==> config.mk <==
export PLATFORM = sky130hd
export DESIGN_NAME = q2e_sqrt_cell
export DESIGN_NICKNAME = d
export VERILOG_FILES = /design/src/q2e_pkg.sv /design/src/q2e_sqrt_cell.sv
export SDC_FILE = /design/constraint.sdc
export NUM_CORES = 1
export LEC_CHECK = 0
export BUFFER_PORTS_ARGS = -buffer_cell sky130_fd_sc_hd__buf_2
export CELL_PAD_IN_SITES_DETAIL_PLACEMENT = 0
export CELL_PAD_IN_SITES_GLOBAL_PLACEMENT = 2
export CORE_AREA = 2 2 221 223
export CTS_CLUSTER_DIAMETER = 50
export DETAILED_ROUTE_END_ITERATION = 12
export DIE_AREA = 0 0 223 225
export PLACE_DENSITY_LB_ADDON = 0.1
export SLEW_MARGIN = 20
export SYNTH_ARGS = -nofsm -noshare
export SYNTH_HDL_FRONTEND = slang
export SYNTH_SLANG_ARGS = --single-unit
==> constraint.sdc <==
create_clock -name clk -period 2.1 [get_ports clk]
set_input_delay 0.105 -clock clk [delete_from_list [all_inputs] [get_ports clk]]
set_output_delay 0.105 -clock clk [all_outputs]
set_load 0.005 [all_outputs]
==> src/q2e_pkg.sv <==
// shared types, constants and helpers for the quaternion to euler block
package q2e_pkg;

    localparam int DEF_CORDIC_STEPS = 16;
    localparam int DEF_QUAT_WIDTH   = 16;
    localparam int ATAN_LEN         = 24;
    localparam int SQ_STAGES        = 31;
    localparam int CW               = 35;

    localparam logic signed [CW-1:0] PI_Q30      = 35'sd3373259426;
    localparam logic signed [33:0]   ONE_Q30     = 34'sd1073741824;
    localparam logic signed [CW-1:0] YAW_LIMIT   = 35'sd25736;
    localparam logic signed [CW-1:0] PITCH_LIMIT = 35'sd12868;

    typedef struct packed {
        logic                 zero;
        logic signed [CW-1:0] x;
        logic signed [CW-1:0] y;
        logic signed [CW-1:0] z;
    } lane_t;

    typedef struct packed {
        logic signed [31:0] t0;
        logic signed [31:0] t1;
        logic signed [31:0] t2;
        logic signed [31:0] t3;
        logic signed [31:0] t4;
        logic [60:0]        t2sq;
    } front_t;

    typedef struct packed {
        logic [61:0]        n;
        logic [61:0]        res;
        logic signed [31:0] t0;
        logic signed [31:0] t1;
        logic signed [31:0] t2;
        logic signed [31:0] t3;
        logic signed [31:0] t4;
    } sq_t;

    typedef struct packed {
        lane_t yaw;
        lane_t pitch;
        lane_t roll;
    } cd_t;

    function automatic logic signed [31:0] sat32(input logic signed [33:0] v);
        if (v > 34'sd2147483647)
            return 32'sh7fffffff;
        if (v < -34'sd2147483648)
            return 32'sh80000000;
        return v[31:0];
    endfunction

    // atan(2^-i) in q.30, rounded to nearest
    function automatic logic signed [CW-1:0] atan_q30(input int i);
        case (i)
            0:       return 35'sd843314857;
            1:       return 35'sd497837829;
            2:       return 35'sd263043837;
            3:       return 35'sd133525159;
            4:       return 35'sd67021687;
            5:       return 35'sd33543516;
            6:       return 35'sd16775851;
            7:       return 35'sd8388437;
            8:       return 35'sd4194283;
            9:       return 35'sd2097149;
            default: return CW'(35'sd1 <<< (30 - i));
        endcase
    endfunction

    // quadrant fold and zero detect ahead of the first rotation
    function automatic lane_t cordic_init(input logic signed [31:0] y,
                                          input logic signed [31:0] x);
        lane_t r;
        r.zero = (x == 32'sd0) && (y == 32'sd0);
        if (x < 32'sd0)
        begin
            r.x = -CW'(x);
            r.y = -CW'(y);
            r.z = (y >= 32'sd0) ? PI_Q30 : -PI_Q30;
        end
        else
        begin
            r.x = CW'(x);
            r.y = CW'(y);
            r.z = '0;
        end
        return r;
    endfunction

    // q.30 angle to q3.13, round half up, then saturate; a zero vector gives zero
    function automatic logic [15:0] to_q13(input lane_t a,
                                           input logic signed [CW-1:0] lim);
        logic signed [CW-1:0] r;
        r = (a.z + 35'sd65536) >>> 17;
        if (a.zero)
            r = '0;
        else if (r > lim)
            r = lim;
        else if (r < -lim)
            r = -lim;
        return r[15:0];
    endfunction

endpackage

==> src/q2e_sqrt_cell.sv <==
// one result bit of the floor square root, other arguments ride along
module q2e_sqrt_cell #(
    parameter int K = 30
) (
    input  logic          clk,
    input  logic          rst_n,
    input  logic          en,
    input  q2e_pkg::sq_t  in,
    input  logic          in_valid,
    output q2e_pkg::sq_t  out,
    output logic          out_valid
);
    localparam logic [61:0] BIT = 62'd1 << (2 * K);

    q2e_pkg::sq_t out_reg, out_next;
    logic         valid_reg;
    logic [61:0]  trial;

    always_comb
    begin
        trial    = in.res + BIT;
        out_next = in;
        if (in.n >= trial)
        begin
            out_next.n   = in.n - trial;
            out_next.res = (in.res >> 1) + BIT;
        end
        else
        begin
            out_next.res = in.res >> 1;
        end
    end

    always_ff @(posedge clk or negedge rst_n)
    begin
        if (!rst_n)
            valid_reg <= 1'b0;
        else if (en)
            valid_reg <= in_valid;
    end

    always_ff @(posedge clk)
    begin
        if (en)
            out_reg <= out_next;
    end

    assign out       = out_reg;
    assign out_valid = valid_reg;
endmodule

After elaboration in Yosys (flattened, before gate mapping)

Index checks and enable logic that the tools add are counted.

Register bits after elaboration: 285
Bits in latches: 0
RAM bits: 0
Bits in read-only memories: 0
Bits of input ports: 288
Output and inout bits: 285
Logic and storage cells: 15
Memories: 0

$add $sub $neg: 3
Multiply operators: 0
Divide/modulo/power cells: 0
Magnitude comparators: 1
Equal/unequal tests: 0
Shift-type cells: 0
Muxes and demuxes: 2
Bitwise gates (word level): 0
Reductions and logical operators: 0

Operators with widths:

| kind                                                             | count |
|---|---|
| 61-bit by 61-bit adder with 62-bit output, second input constant | 1 |
| 62-bit by 61-bit adder with 62-bit output, second input constant | 1 |
| 62-bit greater-or-equal comparator                               | 1 |
| 62-bit two-way mux                                               | 1 |
| 62-bit subtractor                                                | 1 |
| 61-bit two-way mux                                               | 1 |

Logic depth before layout (Yosys ltp)

Gate-level depths: netlist of run 1.

Word-level depth: 3
Mapped depth: 14
Mapped depth without buffers: 12

Worst setup path before layout of run 1

Ideal clock, no wire load.

Path kind: in2reg
Start: input port in[222] (netlist name)
End: register out_reg, in the netlist out[276] (data pin)
Setup time: 0.268 ns
Data arrival time: 2.769 ns
Required time: 1.832 ns
Slack: -0.937 ns
Cell stages on the path: 14
Path buffers: 2
Path through: inv_1 ha_1 fa_1 nor2b_1 o21bai_1 a211o_1 a2111oi_0 o31ai_1 o41ai_2 a41oi_4 buf_6 buf_2 nand2_1 o21ai_0

RTL lines:

| what                 | line                | RTL |
|---|---|---|
| from (decl)          | q2e_sqrt_cell.sv:8  | `input q2e_pkg::sq_t in,` |
| to (signal assigned) | q2e_sqrt_cell.sv:45 | `out_reg <= out_next;` |
| to (decl)            | q2e_sqrt_cell.sv:15 | `q2e_pkg::sq_t out_reg, out_next;` |

==> metrics.md, run 1 <==
| Metric | Value |
|---|---|
| Post-Synth Simple-Gate Area | `8.633%` |
| Failing checks | `negative setup slack` |
| First-pass GRT wire length | `88550 µm` |
| Max cap viols | `0` |
| Clk slew on worst S/H paths | `about 0.050 ns` |
| Antenna viol nets, final | `0` |
| PnR worst setup slack | `-0.6374 ns` |
| Row count | `80` |
| Clock root buffer | `clkbuf_16` |
| Final instance area | `around 0.025 mm²` |
| Critical path launch point type | `input port` |
| Core area | `0.04755 mm²` |
| Synth Instances | `around 1100` |
| Adder-cell share of the synthesized area | `between 5 and 6%` |
| Slew margin rel. | `between 50% and 60%` |
| TritonCTS clock tree | `built` |
| CTS buffer count | `39` |
| Register area share after synthesis | `between 60% and 70%` |
| Vias in the first global route | `about 14000` |
| Post-DR wirelength/cell | `21.02 µm` |
| Power Total | `between 15 and 20 mW` |
| Clk Latency, worst-skew pair | `about 0.56 ns` |
| HP Class | `in -> reg` |
| DRC viols | `0` |
| Via density | `4.610` |
| Share of cells above drive strength 1 | `48.29%` |
| Nets | `around 2700` |
| Total gr overflow | `0` |
| #FFs+latches synth | `approximately 290` |
| Initial core utilization | `28.35%` |
| Largest net degree at the start of global routing | `55` |
| Final min period | `~2.7 ns` |
| Io pins | `573` |
| GPL Wtd Cong | `roughly 0.9` |
| Max H-tree Level | `2` |
| CP arrival | `about 3.1 ns` |
| Critical path endpoint category | `flop` |
| Synth Warn # | `0` |
| Synth unique cells | `58` |
| Final setup fails | `64` |
| Post-synthesis mux area share | `less than 1%` |
| Area contributors post-synth | `edfxtp_1, ha_1, o21ai_0` |
| Initial antenna violation count | `12` |
| Yosys top cell area share | `roughly 63%` |
| Maximum clock insertion buffer count | `3` |
| DP HPWL | `47360 µm` |
| Largest family of logic cells by synthesized area | `compound AO/OA/AOI/OAI gates` |
| Most used DFF post-synth | `edfxtp_1` |
| Max reg flops | `about 280` |
| Synth Area in Compound Gates | `around 14%` |
| Post-synth EDFFs | `between 200 and 300` |
| Power Dens Cells | `738.1 mW/mm²` |
| Area Overhead vs Synth | `85.19%` |
| Drt total wl | `62170 µm` |
| Maximum clock rate | `0.3653 GHz` |
| Die Y | `between 200 and 250 µm` |
| Fin. Hold Viols | `0` |
| Count leader, synth | `edfxtp_1` |
| Port buffer count | `about 570` |
| Syn nets | `~1400` |
| Measured slew at the worst slew-check pin | `approximately 0.7 ns` |
| Mean post-synth cell area | `approximately 12 µm²` |
| Total track usage | `about a quarter` |
| Peak supply drop | `a little under 600 µV` |
| Req. time, crit path | `2.49 ns` |
| Total Neg Setup Slack | `-36.89 ns` |
| Post-Syn Area | `0.01348 mm²` |
| Top post-synthesis cells by count | `edfxtp_1, nand2_1, o21ai_0` |
| Status | `finished, violations left` |
| Crit path kind | `in -> reg` |
| CTS sink count | `285` |
| Post-DP Area | `0.01953 mm²` |
| Width of the die | `roughly 220 µm` |
| Fin Clk Skew | `0 ns` |
| Total die area | `about 0.05 mm²` |
| Post-Synth XOR/XNOR Area | `between 3 and 4%` |
| RSZ-0062 raised after global routing | `true` |
| DRT iter0 DRCs | `just under 600` |
| Crit path max fanout | `7` |
| Final Slew Violations | `0` |
| Vias | `around 14000` |
| DR pass1 iterations | `5` |
| Pleak | `approximately 11 nW` |
| Area leader, netlist | `edfxtp_1` |
| Async set-or-reset flop fraction in the synthesized netlist | `less than 1%` |
| Period utilization | `130.4%` |
[repair_timing]
item / in CTS / in global routing
pin swaps: 11 / 54
hold buffers: 288 / 0
cloned: 6 / 8
hold endpoints to repair: 316 / 0
gates resized for setup: 56 / 182
setup endpoints to repair: 64 / 64
setup buffers: 26 / 3
[through the flow]
step / worst slack [ns] / hold slack, ns / cells / util, %
after CTS: -0.6034 / 0.1169 / 2943 / 50.92
after global routing: -0.7154 / 0.1507 / 2955 / 52.49
after global placement: -1.313 / -0.1197 / 2555 / 41.08
after detailed placement: -1.328 / -0.1194 / 2555 / 41.08
after floorplan: -0.7701 / -0.1906 / 1094 / -
final: -0.6374 / 0.1329 / 2958 / 52.50
[metal layers]
metal  vias up  GRT usage, %  part of all wire (%)
li1       6534             -                     -
met1      6596         28.68                    41
met2       394         41.98                    51
met3        97         5.085                   5.0
met4        14         7.729                   2.7
met5         -             0                  0.15
[worst paths after layout]
check                           from  slack (ns)         to  depth (start not counted)
setup / recovery             in[222]       -0.64   out[223]                         16
hold / removal               in[225]        0.13   out[225]                          4
setup reg to reg           out_valid        1.36  out_valid                          1
hold reg to reg            out_valid        0.52  out_valid                          1
max in group asynchronous      rst_n        1.60  out_valid                          3
min in group asynchronous      rst_n        0.39  out_valid                          3
[cells in the final DEF, fill, tap and decap left out, types with 6 or more instances in the layout]
master         count
nand2_2           18
a31oi_1            8
or2_2              7
nand4_1           30
buf_6              7
buf_4            328
a21o_1            28
a211oi_1          13
inv_1             74
buf_16             6
xor2_1            26
edfxtp_1         284
o21ai_1           23
dlygate4sd3_1    288
buf_2            568
inv_6              6
nor2_1            42
xnor2_1           30
o21bai_1          14
clkinv_1          10
o21a_1            12
nor3_1            12
nand3_1            6
o21ai_2           35
o21ai_0           51
buf_12            16
nand2_1           68
nand2_4           36
ha_1              57
a21oi_1           72
clkbuf_16         47
[report_power, final]
group          internal [mW]  switching, mW  leakage (nW)
clock                   3.81           2.64         0.601
combinational           2.54           2.37          7.86
sequential              6.91          0.147          2.79
total                   13.3           5.16          11.3
[worst max-delay path, stage by stage]
cell and delay (ns):
buf_8 0.08, inv_8 0.03, ha_4 0.14, fa_2 0.41, nor2b_2 0.17, o21bai_1 0.09, a211o_1 0.34, a2111oi_4 0.36
o31ai_2 0.11, o41ai_2 0.34, a41oi_4 0.19, buf_6 0.16, buf_12 0.16, buf_12 0.14, buf_16 0.13, o21ai_1 0.14
[kinds of logic (layout without fill, tap and decap cells)]
group	count (synthesis)	after routing
and+or+nand+nor	253	253
DFF	285	285
adders and majority gates	63	63
buffers and inverters	126	1370
other	0	5
muxes	2	2
xor gates and xnor gates	58	58
AOI/OAI and AO/OA	307	307
[cell type report]
cell class	instances	area [µm²]
fill	4292	22580
timing repair buffer	1224	8997
sequential	285	8553
multi-input combinational	683	5096
clock buffer	42	987.2
tap	615	769.5
inverter	78	300.3
clock inverter	26	246.5
antenna	5	12.51
No activity file was read; power rests on OpenSTA's default activity.
==> run 2: changes to the inputs <==
- ABC_AREA: default -> 1
- CORE_AREA: 2 2 221 223 -> 2 2 228 230
- DIE_AREA: 0 0 223 225 -> 0 0 230 232
==> run 2 against run 1 <==
The flow now finishes without violations. Fmax grew 34%. Synthesized area grew 16%. Hold slack lost 0.10 ns. Largest cell class is now flip-flops and latches. Largest power group unchanged. Highest routed layer unchanged.
==> metrics.md, run 2 <==
| Metric | Value |
|---|---|
| Status | `complete, no violations` |
| Area leader, netlist | `edfxtp_1` |
| Width of the die | `between 200 and 250 µm` |
| DR pass1 iterations | `5` |
| Register area share after synthesis | `approximately 55%` |
| Worst r2r src | `out_valid` |
| HP Class | `in -> reg` |
| Fin cells | `3740` |
| Drt total wl | `between 70000 and 80000 µm` |
| DRT iter0 DRCs | `1000` |
| Nets | `around 3400` |
| Req. time, crit path | `~2.4 ns` |
| Final setup fails | `0` |
| Syn nets | `between 2000 and 2500` |
| Power Total | `18.03 mW` |
| #FFs+latches synth | `between 200 and 300` |
| Crit path kind | `in -> reg` |
| Count leader, synth | `nand2_1` |
| Measured slew at the worst slew-check pin | `0.5197 ns` |
| Synth Instances | `around 1800` |
| Total Neg Setup Slack | `0 ns` |
| Pint | `around 13 mW` |
| Initial core utilization | `roughly 31%` |
| Final hold slack | `between 0.02 and 0.03 ns` |
| Clk Latency, worst-skew pair | `around 0.54 ns` |
| Placed cell count | `~3400` |
| Io pins | `roughly 570` |
| Critical path endpoint category | `flop` |
| Largest net degree at the start of global routing | `45` |
| Slew margin rel. | `around 65%` |
| Row count | `83` |
| Total die area | `~0.053 mm²` |
| Capturing point of the worst reg2reg path | `out_valid` |
| Fin Clk Skew | `0 ns` |
| Most frequent cells in the layout | `nand2_1, buf_2, inv_1, buf_4` |
| Post-synth EDFFs | `around 280` |
| Total track usage | `between 20% and 30%` |
| GPL Wtd Cong | `between 0.9 and 1` |
| Share of cells above drive strength 1 | `between 30 and 40%` |
| Maximum clock insertion buffer count | `3` |
| Synth unique cells | `31` |
| Post-DR wirelength/cell | `19.82 µm` |
| Clk slew on worst S/H paths | `around 0.060 ns` |
| Placement Setup Slack | `-0.5097 ns` |
| Peak supply drop | `roughly 630 µV` |
| Via density | `~4.4` |
| Commonest non-fill, non-tap cell in the layout | `nand2_1` |
| CTS sink count | `285` |
| TritonCTS clock tree | `built` |
| Async set-or-reset flop fraction in the synthesized netlist | `less than 1%` |
| Port buffer count | `between 500 and 600` |
| Area Overhead vs Synth | `65.98%` |
| Crit path max fanout | `4` |
| Worst R2R Setup Slack | `approximately 1.4 ns` |
| Initial antenna violation count | `16` |
| Max H-tree Level | `2` |
| Antenna viol nets, final | `0` |
| Mean post-synth cell area | `8.587 µm²` |
| Clock Power Share | `a little over a third` |
| Area contributors post-synth | `edfxtp_1, nand2_1, inv_1` |
| Die Y | `about 230 µm` |
| Vias | `approximately 16000` |
| Critical path launch point type | `input port` |
| CTS buffer count | `39` |
| Sw power | `5.303 mW` |
| Max reg flops | `~280` |
| Max cap viols | `0` |
| Total gr overflow | `0` |
| Pleak | `13.42 nW` |
| Final min period | `between 2 and 2.5 ns` |
| Sequential share of power | `39.3%` |
| Most used DFF post-synth | `edfxtp_1` |
| Yosys top cell area share | `54.72%` |
| Maximum clock rate | `0.4891 GHz` |
| Period utilization | `97.35%` |
| Clock root buffer | `clkbuf_16` |
| Worst setup path start | `in[188]` |
| First-pass GRT wire length | `106000 µm` |
| Final Slew Violations | `0` |
| Comb pwr share | `26.0%` |
| Post-Syn Area | `roughly 0.016 mm²` |
| Top post-synthesis cells by count | `nand2_1, inv_1, edfxtp_1` |
| Vias in the first global route | `about 17000` |
| Power Dens Cells | `between 600 and 700 mW/mm²` |
| CP arrival | `2.34 ns` |
| Core area | `0.05089 mm²` |
| Fin. Hold Viols | `0` |
| Synth Warn # | `0` |
| RSZ-0062 raised after global routing | `false` |
| Switching Share | `29.41%` |
| DP HPWL | `60030 µm` |
| CP endpoint | `out[280]` |
| PnR worst setup slack | `~0.056 ns` |
| DRC viols | `0` |
| Worst r2r path cells | `1` |
[run 2: cell types whose count changed in the layout (fill, tap and decap cells not counted), sizes merged, moves of 15 or more]
cell,previous run,this run
nand3,6,132
inv,86,412
nand2,122,651
o21bai,15,0
buf,928,902
xnor2,31,2
nor2,42,117
o21ai,110,30
a21o,28,1
a21oi,74,39
[run 2: cells by family after synthesis]
group	count (synthesis)	synth area share, %
and+or+nand+nor	942	25.35
buffers and inverters	422	10.53
DFF	285	54.88
AOI/OAI and AO/OA	70	2.264
adders and majority gates	63	5.106
xor gates and xnor gates	32	1.798
muxes	1	0.07224
[run 2: final cells by class]
cell class | instances | area, µm²
Antenna cell | 3 | 7.507
Timing Repair Buffer | 1186 | 8318
Sequential cell | 285 | 8553
Clock inverter | 22 | 175.2
Clock buffer | 49 | 1035
Tap cell | 680 | 850.8
Inverter | 407 | 1528
Fill cell | 5053 | 25020
Multi-Input combinational cell | 1108 | 5403
[run 2: timing repair]
action	in CTS	in global routing
buffers inserted	0	0
gates resized for setup	0	2
hold endpoints to repair	296	0
setup endpoints to repair	0	56
hold buffers	284	0
[run 2: worst max-delay path, cell delays in order]
cell and delay, ns:
buf_2 0.09, inv_1 0.04, ha_1 0.34, nand2_1 0.23, inv_1 0.06, nand2_1 0.07
nand2_1 0.12, buf_4 0.16, nand2_1 0.05, nand2_1 0.10, nand2_1 0.12, nand2_1 0.09
a21oi_1 0.43, nand3_1 0.13, nand3_1 0.12, nand2_1 0.06
[run 2: through the flow]
stage | cell area (µm²) | util (%)
global route | 25870 | 50.83
global placement | 21800 | 42.84
floorplan | 15590 | -
finish | 25870 | 50.84
CTS | 25850 | 50.80
detailed placement | 21800 | 42.84
[run 2: how the worst min path moves through the flow]
stage,end,cells after the start,start,slack (ns)
finish,out[228],4,in[228],0.03
floorplan,out_valid,0,rst_n,-0.19
global placement,out_valid,1,rst_n,-0.12
global route,out[228],4,in[228],0.04
CTS,out[228],4,in[228],0.02
detailed placement,out_valid,1,rst_n,-0.12
[run 2: routing by layer]
layer | up-vias | wire (µm) | global-route usage [%]
met4 | 10 | 3047 | 10.36
li1 | 8141 | - | -
met1 | 7572 | 32440 | 34.88
met2 | 532 | 33980 | 45.06
met3 | 113 | 4553 | 5.943
met5 | - | 95 | 0.6434
[run 2: power by group through the flow]
stage	clock (mW)	combinational [mW]	sequential (mW)
after floorplan	0	1.55	7.26
after global placement	0	4.24	7.18
after detailed placement	0	4.24	7.18
after CTS	6.43	4.70	7.08
after global routing	6.62	5.11	7.13
final	6.27	4.69	7.08
==> run 3: changes to the inputs <==
- CORE_AREA: 2 2 228 230 -> 2 2 239 241
- DIE_AREA: 0 0 230 232 -> 0 0 241 243
- clock period: 2.1 -> 2.3 ns (I/O delays scaled with it)
==> run 3 against run 2 <==
Clock skew did not move. Count of clock-buffer cells in the layout fell by 1. Final area fell by 0.81%. Die area rose by 9.8%. Highest routed layer unchanged. Critical endpoint is now out[279]. Hold slack got worse by 0.0076 ns. First-iteration DRC count fell by 20%. Power fell by 7.9%. Via count fell by 2.7%. Combinational power fell by 10%. Critical path type unchanged.
==> metrics.md, run 3 (same netlist as run 2, synthesis figures left out) <==
| Metric | Value |
|---|---|
| Status | `complete, no violations` |
| Fin Clk Skew | `0 ns` |
| Die Y | `243 µm` |
| CP arrival | `between 2 and 3 ns` |
| Initial antenna violation count | `15` |
| TritonCTS clock tree | `built` |
| Via density | `approximately 4.3` |
| Max reg flops | `~280` |
| Cells along the critical path | `dlygate4sd3_1 -> buf_2 -> ha_1 -> nand2_2 -> nor2_4 -> nand3_4 -> buf_4 -> nor2_1 -> nand3_1 -> o21ai_1 -> nor2_2 -> buf_4 -> nand3_1 -> nand2_1` |
| Commonest non-fill, non-tap cell in the layout | `nand2_1` |
| Width of the die | `roughly 240 µm` |
| Measured slew at the worst slew-check pin | `about 0.54 ns` |
| Capturing point of the worst reg2reg path | `out_valid` |
| Maximum clock insertion buffer count | `3` |
| Most frequent cells in the layout | `nand2_1, buf_2, inv_1, dlygate4sd3_1, edfxtp_1` |
| Area Overhead vs Synth | `64.64%` |
| Drt total wl | `73820 µm` |
| Post-DR wirelength/cell | `about 20 µm` |
| Peak supply drop | `~450 µV` |
| Pleak | `13.11 nW` |
| Req. time, crit path | `2.59 ns` |
| Total track usage | `between 20 and 25%` |
| Critical path launch point type | `input port` |
| Worst setup path start | `in[280]` |
| Final setup fails | `0` |
| Vias | `~16000` |
| Clk slew on worst S/H paths | `about 0.050 ns` |
| Final min period | `2.211 ns` |
| Worst R2R Setup Slack | `1.55 ns` |
| DRT iter0 DRCs | `between 700 and 800` |
| Worst r2r path cells | `1` |
| DR pass1 iterations | `6` |
| DRC viols | `0` |
| Initial core utilization | `27.86%` |
| Core area | `about 0.056 mm²` |
| Final instance area | `approximately 0.026 mm²` |
| Port buffer count | `about 570` |
| CP bufs+invs | `4` |
| Slew margin rel. | `a little under two thirds` |
| CTS sink count | `roughly 290` |
| Worst r2r src | `out_valid` |
| Maximum clock rate | `0.4524 GHz` |
| CP top delay family | `buffers and inverters` |
| Period utilization | `between 90% and 100%` |
| Crit path max fanout | `17` |
| Total Neg Setup Slack | `0 ns` |
| Clock root buffer | `clkbuf_16` |
| Max stage delay on crit path | `between 0.5 and 0.6 ns` |
| Max cap viols | `0` |
| Clk Latency, worst-skew pair | `between 0.5 and 0.6 ns` |
| Worst Min Path Start | `en` |
| Nets | `~3300` |
| Final Slew Violations | `0` |
| Vias in the first global route | `approximately 16000` |
| Post-DP Area | `0.02121 mm²` |
| Fin. Hold Viols | `0` |
| Antenna viol nets, final | `0` |
| Io pins | `573` |
| CP max-delay cell | `dlygate4sd3_1` |
| Total gr overflow | `0` |
| Power Dens Cells | `around 650 mW/mm²` |
| GPL Wtd Cong | `between 0.9 and 1` |
| Crit path kind | `in -> reg` |
| HP Class | `in -> reg` |
| Largest net degree at the start of global routing | `61` |
| CTS buffer count | `40` |
| Hold Crit Depth | `1` |
| Fillers | `5695` |
| Critical path endpoint category | `flop` |
| Share of cells above drive strength 1 | `roughly 32%` |
| DP HPWL | `59190 µm` |
| Max H-tree Level | `2` |
| Hold Path Sink | `out[276]` |
| Total die area | `~0.06 mm²` |
| First-pass GRT wire length | `about 100000 µm` |
| Row count | `just under 90` |
-- run 3: final cells by class --
type / instances / area (µm²) / share of cell area, %
diodes: 7 / 17.52 / 0.06826
clock buffers: 48 / 1041 / 4.057
clock inverters: 25 / 235.2 / 0.9167
inverters: 407 / 1528 / 5.953
multi-input cells: 1108 / 5565 / 21.69
flip-flops and latches: 285 / 8553 / 33.33
well taps: 756 / 945.9 / 3.686
repair buffers: 1104 / 7775 / 30.30
-- run 3: worst max path at each step --
stage,to,cells past startpoint
after floorplan,out[223],16
after global placement,out[263],13
after detailed placement,out[263],13
after CTS,out[263],14
after global routing,out[246],18
final,out[279],14
-- run 3: stage by stage --
stage               total power [mW]  hold slack (ns)  std cells  setup WS (ns)  utilization [%]
detailed placement             10.24          -0.1072       3369        -0.2584            37.91
global route                   17.44          0.01603       3735      -0.004379            45.84
CTS                            16.68          0.02095       3727       0.005715            45.29
finish                         16.60          0.02057       3740        0.08947            45.86
floorplan                      8.040          -0.1806       1815         0.2458                -
global placement               10.24          -0.1103       3369        -0.2270            37.91
-- run 3: power by group --
group	total (mW)	internal [mW]	switching, mW
Sequential	6.46	6.32	0.134
Combinational	4.21	1.90	2.31
Clock	5.94	3.51	2.43
-- run 3: metal layers --
metal  vias to the layer above  wire [µm]  share of wire (%)  track usage, %
met3                       105       4161                5.6           4.822
li1                       7987          -                  -               -
met5                         -         94               0.13               0
met1                      7373      32330                 44           31.00
met4                        14       2548                3.5           8.624
met2                       445      34690                 47           40.87
-- run 3: what timing repair did --
| item | CTS | global route |
|---|---|---|
| endpoints found under the hold margin | 285 | 0 |
| setup endpoints to repair | 0 | 64 |
| gates resized for setup | 0 | 40 |
| setup buffers | 0 | 2 |
| hold buffers | 285 | 0 |
